### src/rtl/ddo_pkg.sv
// Package for diff_drive_odometry: constants, types, arctangent table and helpers.
// No dependencies.
`default_nettype none
package ddo_pkg;
	localparam int ATAN_ENTRIES = 30;
	localparam logic signed [33:0] CORDIC_GAIN = 34'sd652032874;

	typedef enum logic [6:0] {
		ST_IDLE  = 7'b0000001,
		ST_DIFF  = 7'b0000010,
		ST_MUL   = 7'b0000100,
		ST_TRIG  = 7'b0001000,
		ST_SCALE = 7'b0010000,
		ST_QUAT  = 7'b0100000,
		ST_OUT   = 7'b1000000
	} state_t;

	typedef enum logic [2:0] {
		REG_MPS    = 3'd0,
		REG_TPS    = 3'd1,
		REG_SWAP   = 3'd2,
		REG_INV1   = 3'd3,
		REG_INV2   = 3'd4
	} reg_idx_t;

	function automatic logic [29:0] atan_lut(input logic [4:0] i);
		logic [29:0] r;
		begin
			case (i)
				5'd0: r = 30'h20000000;  5'd1: r = 30'h12E4051E;
				5'd2: r = 30'h09FB385B;  5'd3: r = 30'h051111D4;
				5'd4: r = 30'h028B0D43;  5'd5: r = 30'h0145D7E1;
				5'd6: r = 30'h00A2F61E;  5'd7: r = 30'h00517C55;
				5'd8: r = 30'h0028BE53;  5'd9: r = 30'h00145F2F;
				5'd10: r = 30'h000A2F98; 5'd11: r = 30'h000517CC;
				5'd12: r = 30'h00028BE6; 5'd13: r = 30'h000145F3;
				5'd14: r = 30'h0000A2F9; 5'd15: r = 30'h0000517C;
				5'd16: r = 30'h000028BE; 5'd17: r = 30'h0000145F;
				5'd18: r = 30'h00000A2F; 5'd19: r = 30'h00000517;
				5'd20: r = 30'h0000028B; 5'd21: r = 30'h00000145;
				5'd22: r = 30'h000000A2; 5'd23: r = 30'h00000051;
				5'd24: r = 30'h00000028; 5'd25: r = 30'h00000014;
				5'd26: r = 30'h0000000A; 5'd27: r = 30'h00000005;
				5'd28: r = 30'h00000002; 5'd29: r = 30'h00000001;
				default: r = 30'h0;
			endcase
			return r;
		end
	endfunction

	// clamp a 34-bit signed value to 32 bits
	function automatic logic [31:0] sat32(input logic signed [33:0] v);
		begin
			if (v > 34'sd2147483647) return 32'h7FFFFFFF;
			else if (v < -34'sd2147483648) return 32'h80000000;
			else return v[31:0];
		end
	endfunction

	// round Q1.30 to Q1.15 half up and clamp
	function automatic logic [15:0] to_q15(input logic signed [33:0] v);
		logic signed [33:0] r;
		begin
			r = (v + 34'sd16384) >>> 15;
			if (r > 34'sd32767) return 16'h7FFF;
			else if (r < -34'sd32768) return 16'h8000;
			else return r[15:0];
		end
	endfunction
endpackage
`default_nettype wire

### src/rtl/ddo_if.sv
// Valid/ready channel interfaces for diff_drive_odometry words.
// No dependencies.
`default_nettype none
interface ddo_in_if;
	logic valid;
	logic ready;
	logic signed [31:0] enc_count_a;
	logic signed [31:0] enc_count_b;
	modport source (output valid, enc_count_a, enc_count_b, input ready);
	modport sink (input valid, enc_count_a, enc_count_b, output ready);
endinterface

interface ddo_out_if;
	logic valid;
	logic ready;
	logic signed [31:0] pose_x;
	logic signed [31:0] pose_y;
	logic [31:0] heading_angle;
	logic signed [31:0] step_dx;
	logic signed [31:0] step_dy;
	logic signed [31:0] step_dtheta;
	logic signed [15:0] quat_w;
	logic signed [15:0] quat_z;
	modport source (output valid, pose_x, pose_y, heading_angle, step_dx, step_dy,
		step_dtheta, quat_w, quat_z, input ready);
	modport sink (input valid, pose_x, pose_y, heading_angle, step_dx, step_dy,
		step_dtheta, quat_w, quat_z, output ready);
endinterface
`default_nettype wire

### src/rtl/diff_drive_odometry.sv
// One word at a time: a word passes through the bit-serial multipliers, a CORDIC pass
// for the heading, the serial scaling multipliers and a second CORDIC pass for the
// quaternion; the next word is accepted in the cycle after the result is loaded, and
// a result still waiting to be taken holds the next one.
// Reset (arst_n low, asynchronous): registers to defaults, counts, pose, heading zero.
// Depends on ddo_pkg and ddo_if.
`default_nettype none
module diff_drive_odometry #(
	parameter int TRIG_ITERATIONS = 16
) (
	input  wire logic        clk,
	input  wire logic        arst_n,
	ddo_in_if.sink           in_ch,
	ddo_out_if.source        out_ch,
	input  wire logic        psel,
	input  wire logic        penable,
	input  wire logic        pwrite,
	input  wire logic [4:0]  paddr,
	input  wire logic [31:0] pwdata,
	output logic [31:0]      prdata,
	output logic             pready
);
	localparam int IW = $clog2(TRIG_ITERATIONS + 1);

	logic [31:0] mps_q, tps_q;
	logic swap_q, inv1_q, inv2_q;
	logic [31:0] prev_a_q, prev_b_q, px_q, py_q, head_q;
	ddo_pkg::state_t st_q;

	// config registers
	wire wr = psel && penable && pwrite;
	wire [2:0] ridx = paddr[4:2];
	assign pready = 1'b1;
	always_comb begin
		case (ridx)
			ddo_pkg::REG_MPS:  prdata = mps_q;
			ddo_pkg::REG_TPS:  prdata = tps_q;
			ddo_pkg::REG_SWAP: prdata = {31'd0, swap_q};
			ddo_pkg::REG_INV1: prdata = {31'd0, inv1_q};
			ddo_pkg::REG_INV2: prdata = {31'd0, inv2_q};
			default:           prdata = 32'd0;
		endcase
	end
	always_ff @(posedge clk or negedge arst_n) begin
		if (!arst_n) begin
			mps_q <= 32'd4294967; tps_q <= 32'd65536;
			swap_q <= 1'b1; inv1_q <= 1'b0; inv2_q <= 1'b0;
		end else if (wr && paddr[1:0] == 2'b00) begin
			case (ridx)
				ddo_pkg::REG_MPS:  mps_q <= pwdata;
				ddo_pkg::REG_TPS:  tps_q <= pwdata;
				ddo_pkg::REG_SWAP: swap_q <= pwdata[0];
				ddo_pkg::REG_INV1: inv1_q <= pwdata[0];
				ddo_pkg::REG_INV2: inv2_q <= pwdata[0];
				default: ;
			endcase
		end
	end

	// wheel deltas with inversion and swap
	logic [31:0] d1u, d2u, e1, e2;
	always_comb begin
		d1u = in_ch.enc_count_a - prev_a_q;
		d2u = in_ch.enc_count_b - prev_b_q;
		if (inv1_q) d1u = 32'd0 - d1u;
		if (inv2_q) d2u = 32'd0 - d2u;
		e1 = swap_q ? d2u : d1u;
		e2 = swap_q ? d1u : d2u;
	end

	// sum and diff, sign and magnitude
	logic sum_neg_q, diff_neg_q;
	logic [32:0] sum_mag_q, diff_mag_q;
	// bit-serial multipliers: shared shift counter
	logic [65:0] acc_u_q, acc_t_q;
	logic [32:0] mu_sh_q, mt_sh_q;
	logic [5:0] bit_q;
	// cordic
	logic signed [33:0] cx_q, cy_q, cz_q;
	logic [IW-1:0] it_q;
	logic flip_q, pass_q;
	logic signed [49:0] uw_q;
	logic signed [33:0] cos_q, sin_q;
	logic [31:0] dth_q, newh_q;
	// scaling: serial multiply |uw| by |trig|
	logic [48:0] smag_q;
	logic [31:0] sx_q, sy_q;
	logic [80:0] ax_q, ay_q;
	logic sxn_q, syn_q;
	// saturated step deltas held for the result
	logic [31:0] sdx_q, sdy_q;

	logic signed [33:0] sum_w, diff_w;
	assign sum_w  = {{2{e1[31]}}, e1} + {{2{e2[31]}}, e2};
	assign diff_w = {{2{e2[31]}}, e2} - {{2{e1[31]}}, e1};

	assign in_ch.ready = (st_q == ddo_pkg::ST_IDLE);

	// cordic step
	logic signed [33:0] xs, ys;
	logic [29:0] at;
	assign xs = cx_q >>> it_q;
	assign ys = cy_q >>> it_q;
	assign at = ddo_pkg::atan_lut(5'(it_q));

	function automatic logic signed [33:0] start_z(input logic [31:0] ang);
		logic [31:0] a;
		begin
			a = (ang[31:30] == 2'b01 || ang[31:30] == 2'b10) ? ang + 32'h80000000 : ang;
			return {{2{a[31]}}, a};
		end
	endfunction

	// product >> 30, magnitude clamped to 2^32 ahead of saturation
	logic signed [33:0] dx_w, dy_w;
	logic [32:0] mx_w, my_w;
	logic [31:0] sdx_w, sdy_w;
	assign mx_w = (|ax_q[80:62]) ? 33'h100000000 : ax_q[62:30];
	assign my_w = (|ay_q[80:62]) ? 33'h100000000 : ay_q[62:30];
	assign dx_w = sxn_q ? -$signed({1'b0, mx_w}) : $signed({1'b0, mx_w});
	assign dy_w = syn_q ? -$signed({1'b0, my_w}) : $signed({1'b0, my_w});
	assign sdx_w = ddo_pkg::sat32(dx_w);
	assign sdy_w = ddo_pkg::sat32(dy_w);

	always_ff @(posedge clk or negedge arst_n) begin
		if (!arst_n) begin
			st_q <= ddo_pkg::ST_IDLE;
			prev_a_q <= '0; prev_b_q <= '0;
			px_q <= '0; py_q <= '0; head_q <= '0;
			out_ch.valid <= 1'b0;
			bit_q <= '0; it_q <= '0; pass_q <= 1'b0;
		end else begin
			// result valid: load when the register is free, drop when taken
			if (st_q == ddo_pkg::ST_OUT && (!out_ch.valid || out_ch.ready))
				out_ch.valid <= 1'b1;
			else if (out_ch.ready)
				out_ch.valid <= 1'b0;
			case (st_q)
				ddo_pkg::ST_IDLE: begin
					if (in_ch.valid && in_ch.ready) begin
						prev_a_q <= in_ch.enc_count_a;
						prev_b_q <= in_ch.enc_count_b;
						sum_neg_q <= sum_w[33];
						diff_neg_q <= diff_w[33];
						sum_mag_q <= sum_w[33] ? 33'(-sum_w) : sum_w[32:0];
						diff_mag_q <= diff_w[33] ? 33'(-diff_w) : diff_w[32:0];
						st_q <= ddo_pkg::ST_DIFF;
					end
				end
				ddo_pkg::ST_DIFF: begin
					mu_sh_q <= sum_mag_q; mt_sh_q <= diff_mag_q;
					acc_u_q <= '0; acc_t_q <= '0; bit_q <= '0;
					st_q <= ddo_pkg::ST_MUL;
				end
				// one multiplier bit per cycle for travel and turn
				ddo_pkg::ST_MUL: begin
					if (mu_sh_q[0]) acc_u_q <= acc_u_q + (66'(mps_q) << bit_q);
					if (mt_sh_q[0]) acc_t_q <= acc_t_q + (66'(tps_q) << bit_q);
					mu_sh_q <= mu_sh_q >> 1; mt_sh_q <= mt_sh_q >> 1;
					bit_q <= bit_q + 6'd1;
					if (bit_q == 6'd32) begin
						st_q <= ddo_pkg::ST_TRIG;
						pass_q <= 1'b0; it_q <= '0;
						cx_q <= ddo_pkg::CORDIC_GAIN; cy_q <= '0;
						cz_q <= start_z(head_q);
						flip_q <= head_q[31:30] == 2'b01 || head_q[31:30] == 2'b10;
					end
				end
				ddo_pkg::ST_TRIG: begin
					if (bit_q != 6'd0) begin
						// latch travel and turn once
						bit_q <= '0;
						uw_q <= sum_neg_q ? -$signed(50'(acc_u_q >> 17))
							: $signed(50'(acc_u_q >> 17));
						dth_q <= diff_neg_q ? 32'd0 - 32'(acc_t_q >> 16) : 32'(acc_t_q >> 16);
					end
					if (it_q == IW'(TRIG_ITERATIONS)) begin
						if (!pass_q) begin
							cos_q <= flip_q ? -cx_q : cx_q;
							sin_q <= flip_q ? -cy_q : cy_q;
							newh_q <= head_q + dth_q;
							st_q <= ddo_pkg::ST_SCALE;
							bit_q <= '0;
						end else begin
							st_q <= ddo_pkg::ST_OUT;
						end
					end else begin
						it_q <= it_q + 1'b1;
						if (!cz_q[33]) begin
							cx_q <= cx_q - ys; cy_q <= cy_q + xs;
							cz_q <= cz_q - $signed({4'b0, at});
						end else begin
							cx_q <= cx_q + ys; cy_q <= cy_q - xs;
							cz_q <= cz_q + $signed({4'b0, at});
						end
					end
				end
				// serial |uw| * |cos|, |uw| * |sin|
				ddo_pkg::ST_SCALE: begin
					if (bit_q == 6'd0 && !pass_q) begin
						pass_q <= 1'b1;
						smag_q <= uw_q[49] ? 49'(-uw_q) : 49'(uw_q);
						sx_q <= cos_q[33] ? 32'(-cos_q) : cos_q[31:0];
						sy_q <= sin_q[33] ? 32'(-sin_q) : sin_q[31:0];
						sxn_q <= uw_q[49] != cos_q[33];
						syn_q <= uw_q[49] != sin_q[33];
						ax_q <= '0; ay_q <= '0;
						bit_q <= 6'd1;
					end else if (bit_q <= 6'd32) begin
						if (sx_q[0]) ax_q <= ax_q + (81'(smag_q) << (bit_q - 6'd1));
						if (sy_q[0]) ay_q <= ay_q + (81'(smag_q) << (bit_q - 6'd1));
						sx_q <= sx_q >> 1; sy_q <= sy_q >> 1;
						bit_q <= bit_q + 6'd1;
					end else begin
						st_q <= ddo_pkg::ST_QUAT;
					end
				end
				ddo_pkg::ST_QUAT: begin
					sdx_q <= sdx_w;
					sdy_q <= sdy_w;
					head_q <= newh_q;
					it_q <= '0; bit_q <= '0;
					cx_q <= ddo_pkg::CORDIC_GAIN; cy_q <= '0;
					cz_q <= start_z({1'b0, newh_q[31:1]});
					flip_q <= newh_q[31];
					st_q <= ddo_pkg::ST_TRIG;
				end
				ddo_pkg::ST_OUT: begin
					if (!out_ch.valid || out_ch.ready) begin
						out_ch.pose_x <= px_q;
						out_ch.pose_y <= py_q;
						out_ch.heading_angle <= head_q;
						out_ch.step_dx <= sdx_q;
						out_ch.step_dy <= sdy_q;
						out_ch.step_dtheta <= dth_q;
						out_ch.quat_w <= ddo_pkg::to_q15(flip_q ? -cx_q : cx_q);
						out_ch.quat_z <= ddo_pkg::to_q15(flip_q ? -cy_q : cy_q);
						pass_q <= 1'b0;
						st_q <= ddo_pkg::ST_IDLE;
					end
				end
				default: st_q <= ddo_pkg::ST_IDLE;
			endcase
			// position update uses full signed step with saturation
			if (st_q == ddo_pkg::ST_QUAT) begin
				px_q <= ddo_pkg::sat32($signed({{2{px_q[31]}}, px_q})
					+ $signed({{2{sdx_w[31]}}, sdx_w}));
				py_q <= ddo_pkg::sat32($signed({{2{py_q[31]}}, py_q})
					+ $signed({{2{sdy_w[31]}}, sdy_w}));
			end
		end
	end

	// checks
	a_one_hot: assert property (@(posedge clk) disable iff (!arst_n) $onehot(st_q))
		else $error("state not one-hot");
	a_no_accept_busy: assert property (@(posedge clk) disable iff (!arst_n)
		(st_q != ddo_pkg::ST_IDLE) |-> !in_ch.ready) else $error("accept while busy");
	a_out_after: assert property (@(posedge clk) disable iff (!arst_n)
		(st_q == ddo_pkg::ST_OUT) |=> out_ch.valid) else $error("result lost");
endmodule
`default_nettype wire
### src/flat_wrapper.sv
// flat-port wrapper written by rule: the top's interface ports become plain ports
module diff_drive_odometry_flat 
#(
	parameter int TRIG_ITERATIONS = 16
)
  (clk, arst_n, psel, penable, pwrite, paddr, pwdata, prdata, pready, in_ch_valid, in_ch_enc_count_a, in_ch_enc_count_b, in_ch_ready, out_ch_valid, out_ch_pose_x, out_ch_pose_y, out_ch_heading_angle, out_ch_step_dx, out_ch_step_dy, out_ch_step_dtheta, out_ch_quat_w, out_ch_quat_z, out_ch_ready);
  ddo_in_if in_ch_i ();
  ddo_out_if out_ch_i ();
  input  wire logic clk;
  input  wire logic arst_n;
  input  wire logic psel;
  input  wire logic penable;
  input  wire logic pwrite;
  input  wire logic [4:0] paddr;
  input  wire logic [31:0] pwdata;
  output logic [31:0] prdata;
  output logic pready;
  input wire logic [$bits(in_ch_i.valid)-1:0] in_ch_valid;
  input wire logic [$bits(in_ch_i.enc_count_a)-1:0] in_ch_enc_count_a;
  input wire logic [$bits(in_ch_i.enc_count_b)-1:0] in_ch_enc_count_b;
  output wire logic [$bits(in_ch_i.ready)-1:0] in_ch_ready;
  output wire logic [$bits(out_ch_i.valid)-1:0] out_ch_valid;
  output wire logic [$bits(out_ch_i.pose_x)-1:0] out_ch_pose_x;
  output wire logic [$bits(out_ch_i.pose_y)-1:0] out_ch_pose_y;
  output wire logic [$bits(out_ch_i.heading_angle)-1:0] out_ch_heading_angle;
  output wire logic [$bits(out_ch_i.step_dx)-1:0] out_ch_step_dx;
  output wire logic [$bits(out_ch_i.step_dy)-1:0] out_ch_step_dy;
  output wire logic [$bits(out_ch_i.step_dtheta)-1:0] out_ch_step_dtheta;
  output wire logic [$bits(out_ch_i.quat_w)-1:0] out_ch_quat_w;
  output wire logic [$bits(out_ch_i.quat_z)-1:0] out_ch_quat_z;
  input wire logic [$bits(out_ch_i.ready)-1:0] out_ch_ready;
  assign in_ch_i.valid = in_ch_valid;
  assign in_ch_i.enc_count_a = in_ch_enc_count_a;
  assign in_ch_i.enc_count_b = in_ch_enc_count_b;
  assign in_ch_ready = in_ch_i.ready;
  assign out_ch_valid = out_ch_i.valid;
  assign out_ch_pose_x = out_ch_i.pose_x;
  assign out_ch_pose_y = out_ch_i.pose_y;
  assign out_ch_heading_angle = out_ch_i.heading_angle;
  assign out_ch_step_dx = out_ch_i.step_dx;
  assign out_ch_step_dy = out_ch_i.step_dy;
  assign out_ch_step_dtheta = out_ch_i.step_dtheta;
  assign out_ch_quat_w = out_ch_i.quat_w;
  assign out_ch_quat_z = out_ch_i.quat_z;
  assign out_ch_i.ready = out_ch_ready;
  diff_drive_odometry #(.TRIG_ITERATIONS(TRIG_ITERATIONS)) u_core (.clk(clk), .arst_n(arst_n), .in_ch(in_ch_i), .out_ch(out_ch_i), .psel(psel), .penable(penable), .pwrite(pwrite), .paddr(paddr), .pwdata(pwdata), .prdata(prdata), .pready(pready));
endmodule
### config.mk
export PLATFORM = sky130hd
export DESIGN_NAME = diff_drive_odometry_flat
export DESIGN_NICKNAME = d
export VERILOG_FILES = /design/src/rtl/ddo_pkg.sv /design/src/rtl/ddo_if.sv /design/src/rtl/diff_drive_odometry.sv /design/src/flat_wrapper.sv
export SDC_FILE = /design/constraint.sdc
export NUM_CORES = 2
export LEC_CHECK = 0
export BUFFER_PORTS_ARGS = -buffer_cell sky130_fd_sc_hd__buf_2
export CORE_MARGIN = 3
export CORE_UTILIZATION = 55
export DETAILED_ROUTE_END_ITERATION = 6
export HOLD_SLACK_MARGIN = 0.02
export PLACE_DENSITY_LB_ADDON = 0.25
export SETUP_SLACK_MARGIN = 0.02
export SLEW_MARGIN = 40
export SYNTH_ARGS = -nofsm -noshare
export SYNTH_HDL_FRONTEND = slang
export SYNTH_SLANG_ARGS = --single-unit
### constraint.sdc
create_clock -name clk -period 9.1 [get_ports clk]
set_clock_uncertainty 0.2 [all_clocks]
set_input_delay 0 -clock clk [delete_from_list [all_inputs] [get_ports clk]]
set_output_delay 0 -clock clk [all_outputs]
set_load 0.02 [all_outputs]
==> results.sh <==
export IMPL_run_status="finished with violations"
export IMPL_failed_checks="design-rule violations"
export IMPL_cp_common_cell="xnor2_1"
export IMPL_grt_max_degree=178
export IMPL_cts_tree="built"
export IMPL_die_w_um=440
export IMPL_finalCritPeriodShare_pct=93.0
export IMPL_syn_nets=12000
export IMPL_via_per_inst=6.25
export IMPL_ant_nets=0
export IMPL_drtPass1Iterations=7
export IMPL_dpl_instance_area_sq_um=108000
export IMPL_initial_core_util_pct=55.5
export IMPL_clockRootBuffer="clkbuf_16"
export IMPL_stdcell_count=14200
export IMPL_io_pins=367
export IMPL_critPathRequiredTime_ns=9.44
export IMPL_synth_area_per_cell_sq_um=9.22
export IMPL_min_period_ns=8.46
export IMPL_seqPwrFrac_pct=36.1
export IMPL_clk_pin_slew_ns=0.06
export IMPL_dieArea_sq_um=193000
export IMPL_drive_gt1_share_pct=10.8
export IMPL_grt_overflow_total=0
export IMPL_rsz0062_at_grt="false"
export IMPL_ys_top_cells_by_area="edfxtp_1 (32%), ha_1 (7.5%), dfrtp_1 (5.7%)"
export IMPL_postCtsSetupBuffers=0
export IMPL_vias=88800
export IMPL_die_h_um=440
export IMPL_dp_cells=13600
export IMPL_ctsResizeCount=0
export IMPL_fmax_mhz=118
export IMPL_yosysWarnings=0
export IMPL_synth_top_area_share_pct=31.8
export IMPL_hold_buffers=275
export IMPL_antenna_found_initial=8
export IMPL_setup_violations_final=0
export IMPL_worst_path_max_delay_cell="nor4b_1"
export IMPL_max_vdd_ir_drop_v=0.000198
export IMPL_drc=1
export IMPL_wire_per_inst_um=22.4
export IMPL_critical_path_class="primary input to register"
export IMPL_ys_flop_type="edfxtp_1"
export IMPL_swShare_pct=35.0
export IMPL_drv_cap=0
export IMPL_slew_viol_final=0
export IMPL_num_rows=158
export IMPL_synth_async_sr_flop_share_pct=18.4
export IMPL_dp_hpwl_um=240000
export IMPL_drt_wl_total_um=318000
export IMPL_clkLatencyLatePin_ns=0.82
export IMPL_worstMarginPinSlew_ns=0.963
export IMPL_cp_max_fo=13
export IMPL_cts_buffers=153
export IMPL_grt_usage_pct=32.1
export IMPL_grt_pass1_vias=85000
export IMPL_p_sw_mw=7.64
export IMPL_clkPwrFrac_pct=29.4
export IMPL_max_slew_margin_pct=35.1
export IMPL_htreeDepth=4
export IMPL_synth_cells=11200
export IMPL_cts_buffer_depth=3
export IMPL_fill_cells=15500
export IMPL_synth_top_area_cell="edfxtp_1"
export IMPL_yosysUniqueCellTypes=104
export IMPL_synth_edf_count=1095
export IMPL_fin_nets=12300
export IMPL_numPortBuffers=365
export IMPL_yosysSeqAreaShare_pct=37.8
export IMPL_hold_ws_ns=0.112
export IMPL_p_int_mw=14.2
export IMPL_crit_arrival_ns=8.80
export IMPL_clkSinkCount=1342
export IMPL_combinationalPowerShare_pct=34.5
export IMPL_finalHoldViolations=0
export IMPL_end_kind="register"
export IMPL_syn_to_final_growth_pct=11.9
export IMPL_holdCritPathClass="primary input to register"
export IMPL_p_leak_nw=47.1
export IMPL_place_gp_congestion=0.986
export IMPL_core_sq_um=186000
export IMPL_grt_pass1_wl_um=491000
export IMPL_cpPeakStageDelay_ns=0.63
export IMPL_start_kind="primary input"
export IMPL_drtIter0Drc=8251
export IMPL_yosys_register_bits=1342
export IMPL_p_per_area_nw_per_um2=189
export IMPL_netlist_area_sq_um=103000
export IMPL_design_area_sq_um=116000
export IMPL_finalSetupTns_ns=0
[cell families after synthesis]
logic type / after synthesis / share of synthesized area (%)
simple gates: 3681 / 16.3
compound gates: 3089 / 18.7
flops: 1342 / 37.8
xor+xnor: 1045 / 8.86
buf+inv: 909 / 3.38
fa+ha+maj: 643 / 7.85
mux: 512 / 7.22
other cells: 1 / 0.00363
[worst max-delay path: cells and delay by family]
family          cells  cell delay, ns
compound gates      7            2.06
xor+xnor            3            0.59
fa+ha+maj           3            1.02
buf+inv             5            1.43
simple gates       13            3.72
[flip-flops by register name, indices dropped and copies added, names as in the netlist, 34 cells and up]
name,count
u_core.acc_u_q,66
u_core.ax_q,81
u_core.ay_q,81
u_core.acc_t_q,48
u_core.smag_q,49
u_core.cy_q,34
u_core.cz_q,34
u_core.cx_q,34
u_core.uw_q,50
[cell usage after synthesis, drive strengths merged, types with 104 or more instances]
master / n
o31ai: 146
mux4: 168
edfxtp: 1095
dfrtp: 234
buf: 104
nor3: 187
xnor2: 655
a21oi: 841
clkbuf: 450
ha: 618
nor2: 1054
nand2b: 144
nand2: 1392
o21a: 104
mux2i: 154
nor2b: 112
inv: 349
o21ai: 838
or3: 123
a21o: 322
nand3: 165
mux2: 190
xor2: 390
a31oi: 121
[metrics by stage]
step	utilization [%]	setup WS, ns	power, mW
global route	62.1	0.179	23.0
floorplan	-	0.652	13.5
finish	62.1	0.638	21.8
CTS	62.0	1.03	21.8
global placement	57.6	1.26	15.0
detailed placement	57.7	1.12	15.2
[per-layer routing]
metal	vias to the layer above	GRT usage (%)	routed length [um]	part of all wire, %
li1	41900	-	-	-
met1	42800	42.3	133000	42
met2	3417	52.7	149000	47
met3	629	4.34	20700	6.5
met4	0	14.1	15500	4.9
met5	-	0	0	0
[layout by cell type (no fill, tap or decap), drive strengths merged, types with 322 or more instances in the layout]
cell type  Yosys  final
nand2       1392   1392
edfxtp      1095   1095
nor2        1054   1054
a21oi        841    841
o21ai        838    838
xnor2        655    655
ha           618    618
buf          104    491
xor2         390    390
inv          349    360
a21o         322    322
[cell type report]
type / count / area, sq um / area share (%)
Multi-Input combinational cell: 8971 / 61200 / 52.9
Sequential cell: 1342 / 39100 / 33.8
Timing Repair Buffer: 766 / 5740 / 4.96
Clock buffer: 194 / 4190 / 3.62
Tap cell: 2480 / 3100 / 2.68
Inverter: 354 / 1330 / 1.15
Clock inverter: 92 / 1040 / 0.897
Antenna cell: 6 / 15.0 / 0.0130
[worst paths after layout]
check | from | end | slack [ns] | depth (start not counted)
setup / recovery | in_ch_enc_count_a[0] | u_core.diff_mag_q[29] | 0.64 | 31
hold / removal | paddr[3] | u_core.inv2_q | 0.11 | 5
setup reg to reg | u_core.prev_a_q[0] | u_core.diff_mag_q[29] | 0.86 | 27
hold reg to reg | u_core.sdx_q[28] | u_core.out_ch.step_dx[28] | 0.21 | 0
max in group asynchronous | arst_n | u_core.py_q[2] | 7.37 | 5
min in group asynchronous | arst_n | u_core.prev_a_q[19] | 0.18 | 4
[power groups by stage]
stage	registers, mW	clock network (mW)	logic, mW
global placement	7.95	0	7.07
detailed placement	7.97	0	7.27
global route	7.90	6.76	8.32
floorplan	7.61	0	5.85
CTS	7.84	6.52	7.41
finish	7.87	6.42	7.53
(Power assumes the default switching activity.)
